<file path="config.mk">
export PLATFORM = sky130hd
export DESIGN_NAME = circular_queue_with_search
export DESIGN_NICKNAME = d
export VERILOG_FILES = /design/src/rtl/cqs_pkg.sv /design/src/rtl/cqs_cell.sv /design/src/rtl/circular_queue_with_search.sv
export SDC_FILE = /design/constraint.sdc
export NUM_CORES = 1
export LEC_CHECK = 0
export ABC_AREA = 1
export BUFFER_PORTS_ARGS = -buffer_cell sky130_fd_sc_hd__buf_2
export CAP_MARGIN = 5
export CORE_AREA = 2 2 226 272
export DETAILED_ROUTE_END_ITERATION = 10
export DIE_AREA = 0 0 228 274
export SLEW_MARGIN = 10
export SYNTH_ARGS = -nofsm -noshare
export SYNTH_HDL_FRONTEND = slang
export SYNTH_SLANG_ARGS = --single-unit
</file>
<file path="constraint.sdc">
create_clock -name clk -period 11.1 [get_ports clk]
set_input_delay 1.11 -clock clk [delete_from_list [all_inputs] [get_ports clk]]
set_output_delay 1.11 -clock clk [all_outputs]
set_load 0.005 [all_outputs]
</file>
<file path="src/rtl/cqs_pkg.sv">
`timescale 1ns / 1ps
`default_nettype none

package cqs_pkg;

  localparam int unsigned DATA_W   = 32;
  localparam int unsigned OP_W     = 2;
  localparam int unsigned STATUS_W = 2;
  localparam int unsigned SLOT_W   = 3;

  // operation codes
  localparam logic [OP_W-1:0] OP_ENQ  = 2'd0;
  localparam logic [OP_W-1:0] OP_DEQ  = 2'd1;
  localparam logic [OP_W-1:0] OP_SRCH = 2'd2;

  // result status codes
  localparam logic [STATUS_W-1:0] ST_OK       = 2'd0;
  localparam logic [STATUS_W-1:0] ST_FULL     = 2'd1;
  localparam logic [STATUS_W-1:0] ST_EMPTY    = 2'd2;
  localparam logic [STATUS_W-1:0] ST_NOTFOUND = 2'd3;

  // per-cell control from the queue controller
  typedef struct packed {
    logic shift;   // take the word of the neighbor toward the tail
    logic load;    // take the enqueued word
    logic active;  // cell holds a queued entry
  } cell_ctrl_t;

  // search probe handed from cell to cell
  typedef struct packed {
    logic                     valid;
    logic signed [DATA_W-1:0] key;
  } probe_t;

  // search outcome reported by a cell
  typedef struct packed {
    logic hit;
    logic miss;
  } cell_stat_t;

endpackage

`default_nettype wire

</file>
<file path="src/rtl/cqs_cell.sv">
`timescale 1ns / 1ps
`default_nettype none

module cqs_cell (
  input  wire logic                             clk,
  input  wire logic                             rst_n,
  input  wire cqs_pkg::cell_ctrl_t              ctrl,
  input  wire logic signed [cqs_pkg::DATA_W-1:0] load_data,
  input  wire logic signed [cqs_pkg::DATA_W-1:0] right_data,
  input  wire cqs_pkg::probe_t                  probe_in,
  output logic signed [cqs_pkg::DATA_W-1:0]      data,
  output cqs_pkg::probe_t                       probe_out,
  output cqs_pkg::cell_stat_t                   stat
);

  logic signed [cqs_pkg::DATA_W-1:0] data_r;
  logic signed [cqs_pkg::DATA_W-1:0] key_r;
  logic                              probe_r;
  logic                              match;

  always_ff @(posedge clk) begin
    if (ctrl.shift) begin
      data_r <= right_data;
    end else if (ctrl.load) begin
      data_r <= load_data;
    end
  end

  always_ff @(posedge clk) begin
    if (!rst_n) begin
      probe_r <= 1'b0;
    end else begin
      probe_r <= probe_in.valid;
    end
  end

  always_ff @(posedge clk) begin
    if (probe_in.valid) begin
      key_r <= probe_in.key;
    end
  end

  assign match = (data_r == key_r);

  assign data            = data_r;
  assign probe_out.valid = probe_r && ctrl.active && !match;
  assign probe_out.key   = key_r;
  assign stat.hit        = probe_r && ctrl.active && match;
  assign stat.miss       = probe_r && !ctrl.active;

endmodule

`default_nettype wire

</file>
<file path="src/rtl/circular_queue_with_search.sv">
`timescale 1ns / 1ps
`default_nettype none

// Circular FIFO of DEPTH signed 32-bit words with a linear search. Each input
// beat carries an operation: enqueue stores in_value at the tail (status full
// when all DEPTH entries are taken), dequeue returns the head word (status
// empty when nothing is queued), search returns the physical slot of the
// oldest entry equal to in_value (status empty or not found otherwise).
// Every input beat yields exactly one result beat. Enqueue, dequeue and an
// unused operation code register their result in the cycle after the beat
// is accepted. A search reports a hit at the cell that holds the oldest
// match; a miss is reported when the probe reaches the first empty cell, or
// on a full queue when the probe falls off the tail end. The search probe
// walks down the cell row one cell per cycle. No new beat is taken while a
// search runs. A pending result may be taken in the same cycle a new beat is
// accepted.
module circular_queue_with_search #(
  parameter int unsigned DEPTH = 8
) (
  input  wire logic                                clk,
  input  wire logic                                rst_n,
  input  wire logic                                in_valid,
  output logic                                     in_ready,
  input  wire logic [cqs_pkg::OP_W-1:0]            in_op,
  input  wire logic signed [cqs_pkg::DATA_W-1:0]   in_value,
  output logic                                     out_valid,
  input  wire logic                                out_ready,
  output logic [cqs_pkg::STATUS_W-1:0]             out_status,
  output logic signed [cqs_pkg::DATA_W-1:0]        out_data_out,
  output logic [cqs_pkg::SLOT_W-1:0]               out_slot
);

  localparam int unsigned IW = (DEPTH > 1) ? $clog2(DEPTH) : 1;
  localparam int unsigned CW = IW + 1;
  localparam logic [CW-1:0] DEPTH_C = CW'(DEPTH);
  localparam logic [IW-1:0] LAST_SLOT = IW'(DEPTH - 1);

  typedef enum logic {S_IDLE, S_SEARCH} state_t;

  state_t                             state_r, state_nxt;
  logic [IW-1:0]                      head_r, head_nxt;
  logic [CW-1:0]                      occ_r, occ_nxt;
  logic                               out_valid_r, out_valid_nxt;
  logic [cqs_pkg::STATUS_W-1:0]       out_status_r, out_status_nxt;
  logic signed [cqs_pkg::DATA_W-1:0]  out_data_r, out_data_nxt;
  logic [cqs_pkg::SLOT_W-1:0]         out_slot_r, out_slot_nxt;

  logic in_acc;
  logic out_acc;
  logic is_full;
  logic is_empty;
  logic enq_ok;
  logic deq_ok;
  logic launch;

  // cell row: index 0 is the head; dequeue shifts every word one cell down
  cqs_pkg::cell_ctrl_t                ctrl   [DEPTH];
  logic signed [cqs_pkg::DATA_W-1:0]  cdata  [DEPTH];
  cqs_pkg::probe_t                    probe  [DEPTH+1];
  cqs_pkg::cell_stat_t                cstat  [DEPTH];
  logic [DEPTH-1:0]                   hit_vec;
  logic [DEPTH-1:0]                   miss_vec;

  logic                               any_hit;
  logic                               any_miss;
  logic [IW-1:0]                      hit_idx;
  logic [CW-1:0]                      phys_sum;
  logic [IW-1:0]                      phys_slot;
  logic [IW+cqs_pkg::SLOT_W-1:0]      slot_ext;

  assign in_acc   = in_valid && in_ready;
  assign out_acc  = out_valid_r && out_ready;
  assign in_ready = (state_r == S_IDLE) && (!out_valid_r || out_ready);
  assign is_full  = (occ_r == DEPTH_C);
  assign is_empty = (occ_r == '0);
  assign enq_ok   = in_acc && (in_op == cqs_pkg::OP_ENQ) && !is_full;
  assign deq_ok   = in_acc && (in_op == cqs_pkg::OP_DEQ) && !is_empty;
  assign launch   = in_acc && (in_op == cqs_pkg::OP_SRCH) && !is_empty;

  // probe enters the head cell with the search key
  assign probe[0].valid = launch;
  assign probe[0].key   = in_value;

  for (genvar i = 0; i < DEPTH; i++) begin : g_cell
    logic signed [cqs_pkg::DATA_W-1:0] right;

    assign ctrl[i].shift  = deq_ok;
    assign ctrl[i].load   = enq_ok && (occ_r == CW'(i));
    assign ctrl[i].active = (CW'(i) < occ_r);

    if (i == DEPTH - 1) begin : g_end
      assign right = cdata[i];
    end else begin : g_mid
      assign right = cdata[i+1];
    end

    cqs_cell u_cell (
      .clk        (clk),
      .rst_n      (rst_n),
      .ctrl       (ctrl[i]),
      .load_data  (in_value),
      .right_data (right),
      .probe_in   (probe[i]),
      .data       (cdata[i]),
      .probe_out  (probe[i+1]),
      .stat       (cstat[i])
    );

    assign hit_vec[i]  = cstat[i].hit;
    assign miss_vec[i] = cstat[i].miss;
  end

  // a probe falling off the tail end means a full queue without a match
  assign any_hit  = |hit_vec;
  assign any_miss = (|miss_vec) || probe[DEPTH].valid;

  // only one cell can hold the probe, so an OR of indexes encodes the hit
  always_comb begin
    hit_idx = '0;
    for (int i = 0; i < DEPTH; i++) begin
      if (hit_vec[i]) begin
        hit_idx = hit_idx | IW'(i);
      end
    end
  end

  // queue position -> physical slot: head plus position, modulo DEPTH
  always_comb begin
    phys_sum = {1'b0, head_r} + {1'b0, hit_idx};
    if (phys_sum >= DEPTH_C) begin
      phys_sum = phys_sum - DEPTH_C;
    end
    phys_slot = phys_sum[IW-1:0];
    slot_ext  = {{cqs_pkg::SLOT_W{1'b0}}, phys_slot};
  end

  always_comb begin
    state_nxt      = state_r;
    head_nxt       = head_r;
    occ_nxt        = occ_r;
    out_valid_nxt  = out_acc ? 1'b0 : out_valid_r;
    out_status_nxt = out_status_r;
    out_data_nxt   = out_data_r;
    out_slot_nxt   = out_slot_r;

    case (state_r)
      S_IDLE: begin
        if (in_acc) begin
          out_status_nxt = cqs_pkg::ST_OK;
          out_data_nxt   = '0;
          out_slot_nxt   = '0;
          out_valid_nxt  = 1'b1;
          case (in_op)
            cqs_pkg::OP_ENQ: begin
              if (is_full) begin
                out_status_nxt = cqs_pkg::ST_FULL;
              end else begin
                occ_nxt = occ_r + CW'(1);
              end
            end
            cqs_pkg::OP_DEQ: begin
              if (is_empty) begin
                out_status_nxt = cqs_pkg::ST_EMPTY;
              end else begin
                out_data_nxt = cdata[0];
                head_nxt     = (head_r == LAST_SLOT) ? '0 : head_r + IW'(1);
                occ_nxt      = occ_r - CW'(1);
              end
            end
            cqs_pkg::OP_SRCH: begin
              if (is_empty) begin
                out_status_nxt = cqs_pkg::ST_EMPTY;
              end else begin
                // result comes when the probe settles
                out_valid_nxt = 1'b0;
                state_nxt     = S_SEARCH;
              end
            end
            default: begin
              // unused code: plain ok beat, state untouched
            end
          endcase
        end
      end
      S_SEARCH: begin
        if (any_hit) begin
          out_valid_nxt  = 1'b1;
          out_status_nxt = cqs_pkg::ST_OK;
          out_data_nxt   = '0;
          out_slot_nxt   = slot_ext[cqs_pkg::SLOT_W-1:0];
          state_nxt      = S_IDLE;
        end else if (any_miss) begin
          out_valid_nxt  = 1'b1;
          out_status_nxt = cqs_pkg::ST_NOTFOUND;
          out_data_nxt   = '0;
          out_slot_nxt   = '0;
          state_nxt      = S_IDLE;
        end
      end
      default: begin
        state_nxt = S_IDLE;
      end
    endcase
  end

  always_ff @(posedge clk) begin
    if (!rst_n) begin
      state_r      <= S_IDLE;
      head_r       <= '0;
      occ_r        <= '0;
      out_valid_r  <= 1'b0;
      out_status_r <= cqs_pkg::ST_OK;
      out_data_r   <= '0;
      out_slot_r   <= '0;
    end else begin
      state_r      <= state_nxt;
      head_r       <= head_nxt;
      occ_r        <= occ_nxt;
      out_valid_r  <= out_valid_nxt;
      out_status_r <= out_status_nxt;
      out_data_r   <= out_data_nxt;
      out_slot_r   <= out_slot_nxt;
    end
  end

  assign out_valid    = out_valid_r;
  assign out_status   = out_status_r;
  assign out_data_out = out_data_r;
  assign out_slot     = out_slot_r;

  // occupancy never runs past the row length
  a_occ_bound: assert property (@(posedge clk) disable iff (!rst_n)
    occ_r <= DEPTH_C)
    else $error("occupancy above depth");

  // a running search owns the result register
  a_search_no_out: assert property (@(posedge clk) disable iff (!rst_n)
    (state_r == S_SEARCH) |-> !out_valid_r)
    else $error("result pending during search");

  // at most one cell reports a search outcome
  a_one_probe: assert property (@(posedge clk) disable iff (!rst_n)
    $onehot0(hit_vec | miss_vec))
    else $error("more than one probe in cell row");

  // a search outcome only shows while searching
  a_probe_state: assert property (@(posedge clk) disable iff (!rst_n)
    (any_hit || any_miss) |-> (state_r == S_SEARCH))
    else $error("probe outside search");

  // a successful dequeue drops occupancy by one
  a_deq_count: assert property (@(posedge clk) disable iff (!rst_n)
    deq_ok |=> (occ_r == $past(occ_r) - CW'(1)))
    else $error("dequeue count slip");

endmodule

`default_nettype wire

</file>
==> results of run 1 <==
## critical path: stages, from the launching register on
cell,delay [ps]
dfxtp_1,470
inv_1,120
ha_1,280
nand2_2,420
nand2_1,190
nor2_4,160
buf_4,780
buf_4,910
nand2_1,140
nand2_1,120
## cell usage after synthesis (all sizes together) (2+ instances only)
cell      n  share of area, %
nor2    142               2.3
o31ai     3             0.095
nand3    68               1.4
xnor2   205               7.6
nor3      9              0.19
nand2   758                12
clkbuf   25              0.40
ha       11              0.58
xor2      2             0.074
or2       3             0.079
o21ai    57               1.2
nand4    17              0.45
a21oi    48               1.0
inv     137               2.2
edfxtp  512                65
dfxtp    54               4.6
buf      27              0.66
## cell families after synthesis
family	share of synthesized area, %
AOI/OAI and AO/OA	2.41
DFF	69.5
and+or+nand+nor	16.5
adders and majority gates	0.666
buffers and inverters	3.23
xor gates and xnor gates	7.66
## worst min path at each step
stage / slack, ps / depth (start not counted) / end / from
finish: 460 / 0 / g_cell[4].u_cell.key_r[2] / g_cell[3].u_cell.key_r[2]
global route: 470 / 0 / g_cell[7].u_cell.key_r[2] / g_cell[6].u_cell.key_r[2]
global placement: 450 / 0 / g_cell[6].u_cell.key_r[5] / g_cell[5].u_cell.key_r[5]
floorplan: 440 / 0 / g_cell[5].u_cell.key_r[6] / g_cell[4].u_cell.key_r[6]
detailed placement: 460 / 0 / g_cell[2].u_cell.key_r[3] / g_cell[1].u_cell.key_r[3]
CTS: 460 / 0 / g_cell[7].u_cell.key_r[2] / g_cell[6].u_cell.key_r[2]
## sequential cells by signal (all words and copies together) (netlist names)
name / cells
g_cell.u_cell.data: 256
g_cell.u_cell.key_r: 256
g_cell.u_cell.probe_r: 8
head_r: 3
occ_r: 4
out_data_out: 32
out_slot: 3
out_status: 2
out_valid: 1
state_r: 1
## placed cells by master, fill, tap and decap left out, drive strengths merged, types with 6 or more instances in the layout
cell type,netlist,routed
dfxtp,54,54
buf,27,96
clkinv,0,24
bufinv,0,6
clkbuf,25,64
nor2,142,142
xnor2,205,205
o21ai,57,57
nand2,758,758
edfxtp,512,512
a21oi,48,48
ha,11,11
nand3,68,68
inv,137,136
nand4,17,17
nor3,9,9
## routing by layer
layer,vias to the layer above,wire length (um),GRT usage [%],part of all wire [%]
met3,109,2790,2.74,4.5
met5,-,0,0,0
met4,0,3220,10.1,5.2
met1,7314,24600,23.9,40
li1,7090,-,-,-
met2,378,31100,35.0,50
## power breakdown
group | total [W] | leakage [nW] | switching (W) | internal (W)
Sequential | 0.00237 | 5.05 | 0.0000255 | 0.00235
Clock | 0.00187 | 0.840 | 0.000822 | 0.00105
Combinational | 0.000184 | 3.88 | 0.000129 | 0.0000545
## through the flow
stage	setup WS [ps]	instances	power [W]
2_1_floorplan	5790	2084	0.00253
3_3_place_gp	7050	2936	0.00260
3_5_place_dp	6990	2936	0.00261
4_1_cts	7190	3032	0.00446
5_1_grt	6840	3032	0.00456
6_report	7080	3032	0.00443
## layout make-up
cell class / instances / area, um2 / share of cell area, %
Sequential cell: 566 / 16500 / 61.4
Multi-Input combinational cell: 1329 / 6560 / 24.5
Clock buffer: 64 / 1410 / 5.26
Tap cell: 808 / 1010 / 3.77
Timing Repair Buffer: 96 / 531 / 1.98
Inverter: 137 / 515 / 1.92
Clock inverter: 32 / 333 / 1.24
==> results.md, run 1 <==
* Status: finished clean
* Initial Utilization at 39.3%
* CTS Sinks at 566
* Critical Path End: g_cell[2].u_cell.data[4]
* CTS clock-pin slew for the worst setup and hold paths at 60 ps
* VDD IR-drop max at 107 uV
* CP startpoint kind: flip-flop
* # nets final at 2234
* Post-cts resize count at 0
* Overall routing resource usage at 19.9%
* Core area at 60200 um2
* Crit Path Class: reg -> reg
* Final Cycle Share at 36.2%
* Sequential area share after synthesis at 69.5%
* Synth cell types at 30
* Worst Path Max Fanout at 97
* CTS root buf: clkbuf_16
* Leak at 9.78 nW
* Final WL at 61800 um
* Num CTS Buffers at 54
* Area Growth Syn to Fin at 13.2%
* Detailed-placement wirelength estimate at 40900 um
* PwrDens at 165 nW/um2
* Initial antenna violation count at 0
* CP required at 11580 ps
* ANT nets after route at 0
* Hold Path Class: reg -> reg
* Fmax at 249 MHz
* Placement Cell Area at 25100 um2
* CTS tree: done
* First-pass GRT wire length at 92900 um
* Htree depth at 2
* Vias post-DR at 14900
* Clock Path Buffers at 3
* Hold Buf Count CTS at 0
* Vias per cell at 4.91
* Slew HR at 21.8%
* DIE AREA at 62500 um2
* Detailed Route Iter0 Violations at 1189
* N_diodes at 0
* Critical path origin: occ_r[1]
* Maximum number of pins on one net before global-route repair at 98
* Cell Area, Synth at 23700 um2
* Height of the die at 274 um
* Crit path time final at 4020 ps
* I/O Buffers at 76
* # IOs at 77
* Synthesized flop and latch total at 566
* Max-cap violations at 0
* R2R cell count at 9
* Buffer count from post-CTS setup fixing at 0
* Crit path capture type: flip-flop
* Final Skew at 26.7 ps
* EDFF count, synth at 512
* Reg2reg start: occ_r[1]
* Post-Syn Nets at 2134
* Mean Syn Cell Area at 11.4 um2
* Drt pass-1 iters at 5
* Layout cells sized above 1 at 8.68%
* Cell row count at 99
* R2R Setup Slk at 7080 ps
* Tightest Pin Transition at 1170 ps
* Synth async-reset ratio at 0%
* # fillers at 5596
* RSZ-0062 raised after global routing: no
* Residual DRC at 0
* Crit path DAT at 4500 ps
* TNS Setup at 0 ps
* Avg WL per Cell at 20.4 um
* Skew-Pair Late Insertion Delay at 630 ps
* Final hold viol count at 0
* Die width at 228 um
* Syn Inst Count at 2084
* Vias in the first global route at 15200
* Final Cell Area at 26800 um2
* Most used DFF post-synth: edfxtp_1
* Setup violators final at 0
* Tightest hold margin at 459 ps
* Util after Layout at 44.5%
* RePlAce Congestion at 0.835
* Grt total ovfl at 0
* Critical R2R Capture: g_cell[2].u_cell.data[4]
* Synth warnings at 0
* Final slew viol count at 0
(Power assumes the default switching activity.)
==> run 2, diff against run 1 <==
--- a/config.mk
+++ b/config.mk
@@ -5,12 +5,12 @@
 export SDC_FILE = /design/constraint.sdc
 export NUM_CORES = 1
 export LEC_CHECK = 0
-export ABC_AREA = 1
+export ABC_AREA = 0
 export BUFFER_PORTS_ARGS = -buffer_cell sky130_fd_sc_hd__buf_2
 export CAP_MARGIN = 5
-export CORE_AREA = 2 2 226 272
+export CORE_AREA = 2 2 221 267
 export DETAILED_ROUTE_END_ITERATION = 10
-export DIE_AREA = 0 0 228 274
+export DIE_AREA = 0 0 223 269
 export SLEW_MARGIN = 10
 export SYNTH_ARGS = -nofsm -noshare
 export SYNTH_HDL_FRONTEND = slang
==> constraint.sdc (replaced) <==
create_clock -name clk -period 3.8 [get_ports clk]
set_input_delay 0.38 -clock clk [delete_from_list [all_inputs] [get_ports clk]]
set_output_delay 0.38 -clock clk [all_outputs]
set_load 0.005 [all_outputs]
==> run 2 against run 1 <==
- power grew to 2.8 times the previous value
- highest routed layer unchanged
- flip-flop and latch count stayed put
- core utilization hardly changed
==> results.md, run 2 <==
* Post-cts resize count at 0
* Most common cell in the netlist: edfxtp_1
* CTS root buf: clkbuf_16
* Final hold viol count at 0
* Maximum number of pins on one net before global-route repair at 165
* Placement Cell Area at 24100 um2
* Crit Path Class: reg -> reg
* Drt pass-1 iters at 5
* Residual DRC at 0
* Crit path capture type: flip-flop
* Max-cap violations at 0
* Cell Area, Synth at 22700 um2
* Gate power share at 4.4%
* Final WL at 60700 um
* Detailed Route Iter0 Violations at 1268
* Synthesized flop and latch total at 566
* Switching Share at 21.4%
* Skew-Pair Late Insertion Delay at 580 ps
* Avg WL per Cell at 26.4 um
* Tightest Pin Transition at 1100 ps
* Initial antenna violation count at 0
* Status: finished clean
* Synth async-reset ratio at 0%
* Int Power at 0.00985 W
* CP required at 4310 ps
* CTS tree: done
* ANT nets after route at 0
* Initial Utilization at 39.4%
* Die width at 223 um
* Buffer count from post-CTS setup fixing at 0
* Synth cell count leaders: edfxtp_1 (512), a21o_1 (226), xor2_1 (225), clkbuf_1 (61), nor4_1 (61)
* Clock Path Buffers at 3
* Height of the die at 269 um
* Leak at 9.69 nW
* Area Growth Syn to Fin at 13.0%
* CTS clock-pin slew for the worst setup and hold paths at 70 ps
* VDD IR-drop max at 362 uV
* Syn Inst Count at 1427
* Synth warnings at 0
* Num CTS Buffers at 51
* # nets final at 1564
* Commonest non-fill, non-tap cell in the layout: edfxtp_1
* Final Cycle Share at 86.1%
* RePlAce Congestion at 0.904
* RSZ-0062 raised after global routing: no
* Sw Pwr at 0.00268 W
* DIE AREA at 60000 um2
* TNS Setup at 0 ps
* Post-Syn Nets at 1477
* Mean Syn Cell Area at 15.9 um2
* Overall routing resource usage at 20.2%
* CP startpoint kind: flip-flop
* Crit path time final at 3270 ps
* Hold Path Class: in -> reg
* Fmax at 306 MHz
* Yosys top cell area share at 67.7%
* N_diodes at 0
* Worst Path Max Fanout at 3
* I/O Buffers at 76
* Layout cells sized above 1 at 12.7%
* Slew HR at 26.4%
* Final slew viol count at 0
* Most frequent cells in the layout: edfxtp_1 (512), a21o_1 (226), xor2_1 (225)
* Setup violators final at 0
* Clk network pwr share at 40.3%
* Sequential share of power at 55.3%
* Final Cell Area at 25700 um2
* Most used DFF post-synth: edfxtp_1
* Vias in the first global route at 12400
* Cell row count at 97
* Hold Buf Count CTS at 0
* Final Skew at 18.6 ps
* # IOs at 77
* Detailed-placement wirelength estimate at 43500 um
* First-pass GRT wire length at 87200 um
* EDFF count, synth at 512
* Synth area leaders: edfxtp_1 (68%), xor2_1 (8.7%), a21o_1 (7.5%), dfxtp_1 (4.8%), nor4_1 (1.7%)
* PwrDens at 488 nW/um2
* CTS Sinks at 566
* Synth cell types at 48
* Sequential area share after synthesis at 72.4%
* Area leader, netlist: edfxtp_1
* Htree depth at 2
* Grt total ovfl at 0
* Core area at 57600 um2
* Crit path DAT at 3780 ps
* Vias per cell at 5.37
* Vias post-DR at 12300
* Util after Layout at 44.5%
[run 2: metal layers]
metal,vias up,GRT usage (%),part of all wire [%]
met2,414,33.8,49
li1,5496,-,-
met5,-,0,0
met4,0,8.11,4.0
met3,91,2.85,5.7
met1,6333,26.7,42
[run 2: cell families after synthesis]
| kind of cell | synth area share [%] |
|---|---|
| flip-flops | 72.4 |
| AO/OA/AOI/OAI | 9.86 |
| XOR/XNOR | 10.1 |
| AND/OR/NAND/NOR | 5.25 |
| buffers and inverters | 1.55 |
| adder cells (fa/ha/maj) | 0.694 |
| multiplexers | 0.0991 |
[run 2: worst paths after layout]
path,from,end,slack (ps),depth (start not counted)
max,g_cell[7].u_cell.data[24],out_slot[2],530,12
min,in_value[6],g_cell[7].u_cell.data[6],30,1
max reg2reg,g_cell[7].u_cell.data[24],out_slot[2],530,12
min reg2reg,g_cell[4].u_cell.key_r[7],g_cell[5].u_cell.key_r[7],460,0
[run 2: area by class of cell]
class	count	area (um2)
Multi-Input combinational cell	777	6000
Tap cell	742	928
Inverter	9	33.8
Fill cell	4978	32000
Timing Repair Buffer	109	653
Sequential cell	566	16500
Clock buffer	71	1410
Clock inverter	21	174
[run 2: worst max-delay path, cell delays in order (launching register included)]
cell	delay [ps]
edfxtp_1	480
xnor2_1	280
nand4_1	180
nor4_1	80
buf_4	160
and4_1	240
or4_1	610
ha_1	240
fa_1	400
xor2_1	160
xnor2_1	150
nand2_1	70
a21boi_1	170
[run 2: metrics by stage]
step                cells  worst slack [ps]  total power (W)  hold slack, ps
floorplan            1427               485          0.00739             447
global placement     2203               497          0.00761             449
detailed placement   2203               535          0.00761             449
CTS                  2295               522           0.0126            12.3
global route         2295               349           0.0129            21.1
finish               2295               528           0.0125            29.7
[run 2: power groups by stage]
stage               Clock [W]  Combinational, W  Sequential (W)
finish                0.00505          0.000554         0.00693
global route          0.00534          0.000600         0.00693
CTS                   0.00513          0.000557         0.00693
detailed placement          0          0.000549         0.00706
global placement            0          0.000546         0.00706
floorplan                   0          0.000342         0.00704
